**src/bgs_pkg.sv**
```systemverilog
// Shared types and constants for the bilinear gray sampler.
// Payload structs, opcode and register codes, gray weights and datapath widths.
// No dependencies.
package bgs_pkg;

  localparam int SAMPLE_W   = 20;
  localparam int CFG_DATA_W = 11;
  localparam int GRAY_Q_W   = 24;  // Q8.16 gray level of one pixel
  localparam int GRAY_FRAC  = 16;

  // Blend datapath widths, good for any fraction width up to 16 bits
  localparam int A_W   = 45;  // one row-axis blend
  localparam int D_W   = 46;  // difference of two row-axis blends
  localparam int SPLIT = 23;  // low half of the difference in the split product
  localparam int P_W   = 66;  // full column-axis product
  localparam int PS_W  = 64;  // product after the magnitude limit
  localparam int V_W   = 65;  // final blend

  localparam logic [63:0] PROD_LIMIT = 64'h4000_0000_0000_0000;

  localparam logic [15:0] W_BLUE  = 16'd7209;
  localparam logic [15:0] W_GREEN = 16'd38666;
  localparam logic [15:0] W_RED   = 16'd19661;

  localparam logic [7:0] GRAY_MAX = 8'hFF;

  localparam logic OP_WRITE  = 1'b0;
  localparam logic OP_SAMPLE = 1'b1;

  localparam logic REG_IMAGE_ROWS = 1'b0;
  localparam logic REG_IMAGE_COLS = 1'b1;

  localparam logic [9:0]  ROWS_RESET = 10'd480;
  localparam logic [10:0] COLS_RESET = 11'd640;

  typedef struct packed {
    logic                       opcode;
    logic [8:0]                 pixel_row;
    logic [9:0]                 pixel_col;
    logic [7:0]                 pixel_blue;
    logic [7:0]                 pixel_green;
    logic [7:0]                 pixel_red;
    logic signed [SAMPLE_W-1:0] sample_row;
    logic signed [SAMPLE_W-1:0] sample_col;
    logic [9:0]                 dest_row;
    logic [9:0]                 dest_col;
  } in_t;

  typedef struct packed {
    logic [9:0] out_row;
    logic [9:0] out_col;
    logic [7:0] gray_value;
  } out_t;

  typedef struct packed {
    logic [7:0] red;
    logic [7:0] green;
    logic [7:0] blue;
  } pix_t;

  typedef struct packed {
    logic sample;
    logic write;
  } ctl_t;

  typedef struct packed {
    logic r0;
    logic r1;
    logic c0;
    logic c1;
  } par_t;

  typedef struct packed {
    logic [9:0]                 dest_row;
    logic [9:0]                 dest_col;
    logic signed [SAMPLE_W-1:0] frac_row;
    logic signed [SAMPLE_W-1:0] frac_col;
  } side_t;

endpackage

```
**src/bgs_front.sv**
```systemverilog
// Input stage: neighbour indices, clamping and fractions, or the write address.
// Depends on bgs_pkg.
module bgs_front
  import bgs_pkg::*;
#(
  parameter int MAX_ROWS  = 512,
  parameter int MAX_COLS  = 1024,
  parameter int FRAC_BITS = 8
) (
  input  logic                        clk,
  input  logic                        rst,
  input  logic                        in_valid,
  output logic                        in_ready,
  input  in_t                         in_data,
  input  logic [$clog2(MAX_ROWS)-1:0] row_lim,
  input  logic [$clog2(MAX_COLS)-1:0] col_lim,
  output logic                        out_valid,
  input  logic                        out_ready,
  output ctl_t                        out_ctl,
  output logic [$clog2(MAX_ROWS)-1:0] row0,
  output logic [$clog2(MAX_ROWS)-1:0] row1,
  output logic [$clog2(MAX_COLS)-1:0] col0,
  output logic [$clog2(MAX_COLS)-1:0] col1,
  output pix_t                        out_pix,
  output side_t                       out_side
);

  localparam int RW = $clog2(MAX_ROWS);
  localparam int CW = $clog2(MAX_COLS);
  localparam logic signed [SAMPLE_W:0] ONE = (SAMPLE_W + 1)'(1) << FRAC_BITS;

  function automatic logic [31:0] clamp_idx(input logic signed [SAMPLE_W:0] v,
                                            input logic [31:0] lim);
    logic [31:0] t;
    t = 32'(v >>> FRAC_BITS);
    if (v < 0) t = '0;
    else if (t > lim) t = lim;
    return t;
  endfunction

  logic signed [SAMPLE_W:0]   sr, sc, sr1, sc1;
  logic [RW-1:0]              row0_next, row1_next;
  logic [CW-1:0]              col0_next, col1_next;
  logic signed [SAMPLE_W-1:0] dr_next, dc_next;
  ctl_t                       ctl_next;

  always_comb begin
    sr  = (SAMPLE_W + 1)'(in_data.sample_row);
    sc  = (SAMPLE_W + 1)'(in_data.sample_col);
    sr1 = sr + ONE;
    sc1 = sc + ONE;
    ctl_next.sample = (in_data.opcode == OP_SAMPLE);
    ctl_next.write  = (in_data.opcode == OP_WRITE) &&
                      (32'(in_data.pixel_row) < MAX_ROWS) &&
                      (32'(in_data.pixel_col) < MAX_COLS);
    if (in_data.opcode == OP_WRITE) begin
      row0_next = RW'(in_data.pixel_row);
      row1_next = RW'(in_data.pixel_row);
      col0_next = CW'(in_data.pixel_col);
      col1_next = CW'(in_data.pixel_col);
    end else begin
      row0_next = RW'(clamp_idx(sr, 32'(row_lim)));
      row1_next = RW'(clamp_idx(sr1, 32'(row_lim)));
      col0_next = CW'(clamp_idx(sc, 32'(col_lim)));
      col1_next = CW'(clamp_idx(sc1, 32'(col_lim)));
    end
    // sample minus clamped integer part always fits the sample width
    dr_next = SAMPLE_W'(32'(sr) - (32'(row0_next) << FRAC_BITS));
    dc_next = SAMPLE_W'(32'(sc) - (32'(col0_next) << FRAC_BITS));
  end

  assign in_ready = !out_valid || out_ready;

  always_ff @(posedge clk) begin
    if (rst) begin
      out_valid <= 1'b0;
    end else if (in_ready) begin
      out_valid <= in_valid;
    end
    if (in_ready) begin
      out_ctl           <= ctl_next;
      row0              <= row0_next;
      row1              <= row1_next;
      col0              <= col0_next;
      col1              <= col1_next;
      out_pix.red       <= in_data.pixel_red;
      out_pix.green     <= in_data.pixel_green;
      out_pix.blue      <= in_data.pixel_blue;
      out_side.dest_row <= in_data.dest_row;
      out_side.dest_col <= in_data.dest_col;
      out_side.frac_row <= dr_next;
      out_side.frac_col <= dc_next;
    end
  end

endmodule

```
**config.mk**
```make
export PLATFORM = sky130hd
export DESIGN_NAME = bgs_front
export DESIGN_NICKNAME = d
export VERILOG_FILES = /design/src/bgs_pkg.sv /design/src/bgs_front.sv
export SDC_FILE = /design/constraint.sdc
export NUM_CORES = 1
export LEC_CHECK = 0
export ABC_CLOCK_PERIOD_IN_PS = 4200
export BUFFER_PORTS_ARGS = -buffer_cell sky130_fd_sc_hd__buf_4
export CAP_MARGIN = 20
export CELL_PAD_IN_SITES_DETAIL_PLACEMENT = 1
export CELL_PAD_IN_SITES_GLOBAL_PLACEMENT = 2
export CORE_MARGIN = 2
export CORE_UTILIZATION = 29
export CTS_BUF_LIST = sky130_fd_sc_hd__clkbuf_8
export CTS_CLUSTER_DIAMETER = 50
export DETAILED_ROUTE_END_ITERATION = 7
export GPL_TIMING_DRIVEN = 1
export MAX_ROUTING_LAYER = met4
export PLACE_DENSITY_LB_ADDON = 0.1
export RECOVER_POWER = 100
export SYNTH_ARGS = -nofsm -noshare
export SYNTH_HDL_FRONTEND = slang
export SYNTH_SLANG_ARGS = --single-unit
```
**constraint.sdc**
```tcl
create_clock -name clk -period 4.2 [get_ports clk]
set_clock_uncertainty 0.15 [all_clocks]
set_input_delay 0.63 -clock clk [delete_from_list [all_inputs] [get_ports clk]]
set_output_delay 0.63 -clock clk [all_outputs]
set_load 0.05 [all_outputs]
```
# Yosys cells after proc, flatten, opt, wreduce, memory -nomap -nowiden
# Index checks and enable logic that the tools add are counted.
# totals
ff_bits	125
latch_bits	0
ramBits	0
mem_bits_ro	0
input_bits	127
word_cells	41
mem_count	0
# op_classes
add_sub_neg	4
mul	0
n_div	0
n_lt_le_gt_ge	8
eq_ne	0
n_shift	0
mux	12
n_bitwise	1
n_reduce_logical	2
# ops
op	n
$gt A32 B10 Y1	2
$gt A32 B9 Y1	2
$mux W10	6
$mux W9	6
$add A20 B10 Y21 const B	2
$lt A21 B1 Y1 const B	2
$lt A20 B1 Y1 const B	2
$sub A20 B18 Y20	1
$sub A20 B19 Y20	1
$logic_not A1 Y1	1
$logic_or A1 B1 Y1	1
$not A1 Y1	1

# Longest topological paths before layout
# depth
depth_word	5
depth_mapped	19
depth_no_buf	18

# Worst setup path before layout
# Ideal clock, no wire load.
# synth_timing
kind	input to output
start	input out_ready
end	output in_ready
arrival_ns	3.991
slack_ns	-0.571
stages	1
n_path_buf	0
cell_sequence	nand2b_1
# synth_between
elab_chain_cells	1
# synth_lines
element	line_no	rtl
start, declared	bgs_front.sv:18	input logic out_ready,
$logic_or A1 B1 Y1	bgs_front.sv:72	assign in_ready = !out_valid || out_ready;
end, declared	bgs_front.sv:13	output logic in_ready,
# No other way between the ends.

# Worst setup path in the final report
# layout_timing
start	input col_lim[5]
end	register out_side[18] in the netlist's numbering, data pin
# layout_between
elab_chain_cells	5
# layout_lines
element	line_no	rtl
start, declared	bgs_front.sv:16	input logic [$clog2(MAX_COLS)-1:0] col_lim,
$gt A32 B10 Y1	bgs_front.sv:37	else if (t > lim) t = lim;
$mux W10 (*)	bgs_front.sv:37	
$mux W10 (*)	bgs_front.sv:36	if (v < 0) t = '0;
$mux W10 (*)	bgs_front.sv:56	if (in_data.opcode == OP_WRITE) begin
$sub A20 B19 Y20 (*)	bgs_front.sv:69	dc_next = SAMPLE_W'(32'(sc) - (32'(col0_next) << FRAC_BITS));
named net dc_next[18]	bgs_front.sv:44	logic signed [SAMPLE_W-1:0] dr_next, dc_next;
end, declared	bgs_front.sv:25	output side_t out_side
# Mark *: on every way through the listed nets, which the timed path passes. The rest lies on a longest branch.
# A chain may end at the register's enable or synchronous reset.

==> out/qor.log <==
INFO  logic_synthesis synth_top_area_share=0.5372
INFO  worst_setup_path endpoint=out_side[18]$_DFFE_PP_
INFO  routing        route.antenna.remaining_nets=0
INFO  layout         final_core_utilization=0.4167
INFO  logic_synthesis post_syn_area_per_cell=11.61µm²
INFO  global_routing grt.total_usage=0.1967
INFO  power_and_ir_drop total_leakage_power=4.107nW
INFO  worst_setup_path critical_path_startpoint_category=input pin
INFO  worst_setup_path kind_of_capture_point_of_the_worst_setup_path=flop
INFO  routing        drt-wirelength-per-cell=19.11µm
INFO  logic_synthesis mappedNetlistArea=6932µm²
INFO  power_and_ir_drop power_switching=0.001538W
INFO  routing        avgViaCountPerCell=4.742
INFO  routing        postRouteWirelength=24.44mm
INFO  routing        post-route-drc-count=0
INFO  logic_synthesis most_frequently_used_flop_master_after_synthesis=edfxtp_1
INFO  layout         stdcell_count=1279
INFO  logic_synthesis asyncSetResetFlopFracSynth=0
INFO  clock_network  cts-hold-fix-buffers=0
INFO  worst_setup_path timing.critical_path.slowest_cell_delay=0.42ns
INFO  power_and_ir_drop design_power_total=0.003888W
INFO  die            start_util=0.2953
INFO  power_and_ir_drop pwr_density_cell=397.6nW/µm²
INFO  clock_network  cts.path.max_buffers=2
INFO  routing        drt_iter0_markers=195
INFO  timing         min_period=4.011ns
INFO  clock_network  tritoncts_clock_tree=yes
INFO  clock_network  cts.root.buffer_cell=clkbuf_8
INFO  layout         nNetsFinal=1133
INFO  logic_synthesis yosys.cell_types.count=59
INFO  worst_setup_path timing.critical_path.from=col_lim[5]
INFO  hold_path      hold_removal_path_class=in -> reg
INFO  worst_setup_path cp_max_fo=5
INFO  timing         worstMarginPinSlew=3.221ns
INFO  global_routing number_of_global_route_vias_before_repair=6380
INFO  logic_synthesis yosys-top-cells-count=124 x edfxtp_1, 58 x ha_1, 51 x nand2_1
INFO  clock_network  clock_insertion_delay_worst_skew=0.45ns
INFO  worst_setup_path worst_path_most_repeated_cell=buf_4
INFO  worst_setup_path timing.critical_path.depth=21
INFO  clock_network  cts_made_buffers=17
INFO  die            rows=56
INFO  run_status     failed_checks=max-capacitance violations, max-slew violations
INFO  die            die_area=25160µm²
INFO  logic_synthesis synth.yosys.warnings=0
INFO  timing         setup_viol=0
INFO  logic_synthesis synth_top_cell_by_area=edfxtp_1
INFO  routing        vias=6065
INFO  logic_synthesis synth.area.top_cells=edfxtp_1 54%, ha_1 10%, mux2i_1 3.2%
INFO  worst_setup_path worst_r2r_startpoint=out_valid$_SDFFE_PP0P_
INFO  power_and_ir_drop ir_drop=0.2032mV
INFO  timing         slew_viol_final=126
INFO  die            boundary_pin_count=253
INFO  global_routing wire_length_of_the_first_global_routing_pass=36.14mm
INFO  timing         fin_tns_setup=0ns
INFO  worst_setup_path critical_register_to_register_path_endpoint=out_side[39]$_DFFE_PP_
INFO  worst_setup_path slowest_stage=or4_1
INFO  layout         drive_above_1_share=0.2649
INFO  timing         max_clock_freq=249.3MHz
INFO  power_and_ir_drop power.share.switching=0.3957
INFO  run_status     outcome=finished, violations left
INFO  place          place_inst=1246
INFO  clock_network  clock_transition_at_the_registers_of_the_reported_paths=0.10ns
INFO  power_and_ir_drop seqPwrFrac=0.406
INFO  global_routing grt_start_max_net_pins=126
INFO  job            max_cap_violations=1
INFO  worst_setup_path crit_arrival=4.14ns
INFO  worst_setup_path crit_path_cell_trace=buf_4, inv_1, ha_1, buf_4, nand3_1, nor3_1, o21bai_1, buf_4, buf_4, nor2_1, a21oi_1, o21a_1, ha_1, buf_4, o21a_1, o31a_1, o211ai_1, nand2_1, o311a_1, or4_1, o211ai_1
INFO  worst_setup_path critical_path.n_buffers_inverters=6
INFO  logic_synthesis synthesis.instances=597
INFO  timing         layout_worst_path_cycle_share=0.9550
INFO  worst_setup_path critPathTopFamily=compound AO/OA/AOI/OAI gates
INFO  worst_setup_path timing.setup.critical_path_class=in -> reg
INFO  power_and_ir_drop combinationalPowerShare=0.317
INFO  clock_network  cts.htree.levels=4
INFO  global_routing antenna_found_initial=0
INFO  clock_network  cts.sink_count=125
INFO  timing         timing.slew.headroom=-1.148
INFO  power_and_ir_drop cellInternalPower=0.002350W
INFO  die            die_y=158.6µm
INFO  worst_setup_path ff2ff_setup_slack=0.74ns
INFO  timing         rsz_0062_raised_after_global_routing=false
INFO  worst_setup_path worst-endpoint-required=4.33ns
INFO  logic_synthesis synth_most_common_cell=edfxtp_1
INFO  power_and_ir_drop power_frac_clock=0.278
INFO  place          portbufs=252
INFO  logic_synthesis postSynthNetCount=784
INFO  place          dpl.hpwl=19.41mm
INFO  layout         synthToLayoutAreaGrowth=41.10%
INFO  routing        drt_pass1_iterations=5
INFO  place          preCtsSetupSlack=-0.4610ns
INFO  hold_path      hp-start=rst
INFO  global_routing grt.overflow.total=0
INFO  place          globalplace.congestion=0.8677
INFO  die            die_x=158.6µm
INFO  timing         fin_ws=0.1891ns
INFO  timing         hold_viol_final=0
INFO  logic_synthesis synth_enable_flop_cells=124
INFO  logic_synthesis synth.ff_latch_count=125
INFO  logic_synthesis yosysSeqAreaShare=0.5401
INFO  worst_setup_path reg2reg_path_depth=2
INFO  die            core-area=23470µm²
-- per-layer routing --
layer	GRT usage	share of wire	wire length [µm]	vias to the layer above
met5	-	0	0	-
met4	0.05191	0.013	315	0
met3	0.03620	0.060	1457	24
met2	0.3387	0.50	12300	186
met1	0.2376	0.42	10370	2916
li1	-	-	-	2939
-- metrics by stage --
step                area (µm²)  hold WS (ns)
detailed placement        9896        0.6402
global placement          9896        0.6418
global route              9778        0.1310
finish                    9781        0.1606
floorplan                 6934        0.5491
CTS                      10300        0.1309
-- worst min path at each step --
stage          slack (ns)  cells after the start                endpoint
4_1_cts              0.13                      2  out_valid$_SDFFE_PP0P_
3_3_place_gp         0.64                      2  out_valid$_SDFFE_PP0P_
3_5_place_dp         0.64                      2  out_valid$_SDFFE_PP0P_
2_1_floorplan        0.55                      1  out_valid$_SDFFE_PP0P_
6_report             0.16                      2  out_valid$_SDFFE_PP0P_
5_1_grt              0.13                      2  out_valid$_SDFFE_PP0P_
-- power by group through the flow --
stage	sequential, W	clock [W]	combinational (W)
2_1_floorplan	0.00208	0	0.000330
3_3_place_gp	0.00160	0	0.00134
3_5_place_dp	0.00161	0	0.00136
4_1_cts	0.00158	0.00112	0.00136
5_1_grt	0.00159	0.00116	0.00132
6_report	0.00158	0.00108	0.00123
-- registers in the layout, summed over array words and instances, names as in the netlist --
name,cells
col0,10
col1,10
out_ctl,2
out_pix,24
out_side,60
out_valid,1
row0,9
row1,9
-- repair_timing --
item,in CTS,in global routing
buffers inserted,0,0
endpoints found under the setup margin,0,9
gates resized for setup,0,11
-- cell families (layout without fill, tap and decap cells) --
group           count (synthesis)  count (layout)  share of synthesized area
compound gates                123             123                     0.1161
fa+ha+maj                      60              60                     0.1105
flops                         125             125                     0.5401
simple gates                  178             178                     0.1316
xor+xnor                       27              27                    0.03411
other cells                     0               1                          0
mux                            23              23                    0.03339
buf+inv                        61             423                    0.03430
-- area by class of cell --
type | instances | area (µm²)
Antenna cell | 1 | 2.502
Clock buffer | 17 | 234.0
Clock inverter | 15 | 172.7
Fill cell | 2721 | 13690
Inverter | 44 | 165.2
Multi-Input combinational cell | 411 | 2970
Sequential cell | 125 | 3744
Tap cell | 319 | 399.1
Timing Repair Buffer | 347 | 2093
-- cells in the final DEF (no fill, tap or decap), types with 18 or more instances in the layout --
cell type | Yosys | routed
inv_1 | 44 | 44
nand2_1 | 51 | 51
clkbuf_1 | 7 | 139
clkbuf_4 | 0 | 64
a21oi_1 | 30 | 28
mux2i_1 | 22 | 21
ha_1 | 58 | 57
nand3_1 | 29 | 29
nand4_1 | 18 | 18
buf_4 | 0 | 142
nor2_1 | 23 | 23
o21ai_0 | 30 | 25
o21a_1 | 22 | 22
edfxtp_1 | 124 | 124
(Power assumes the default switching activity.)
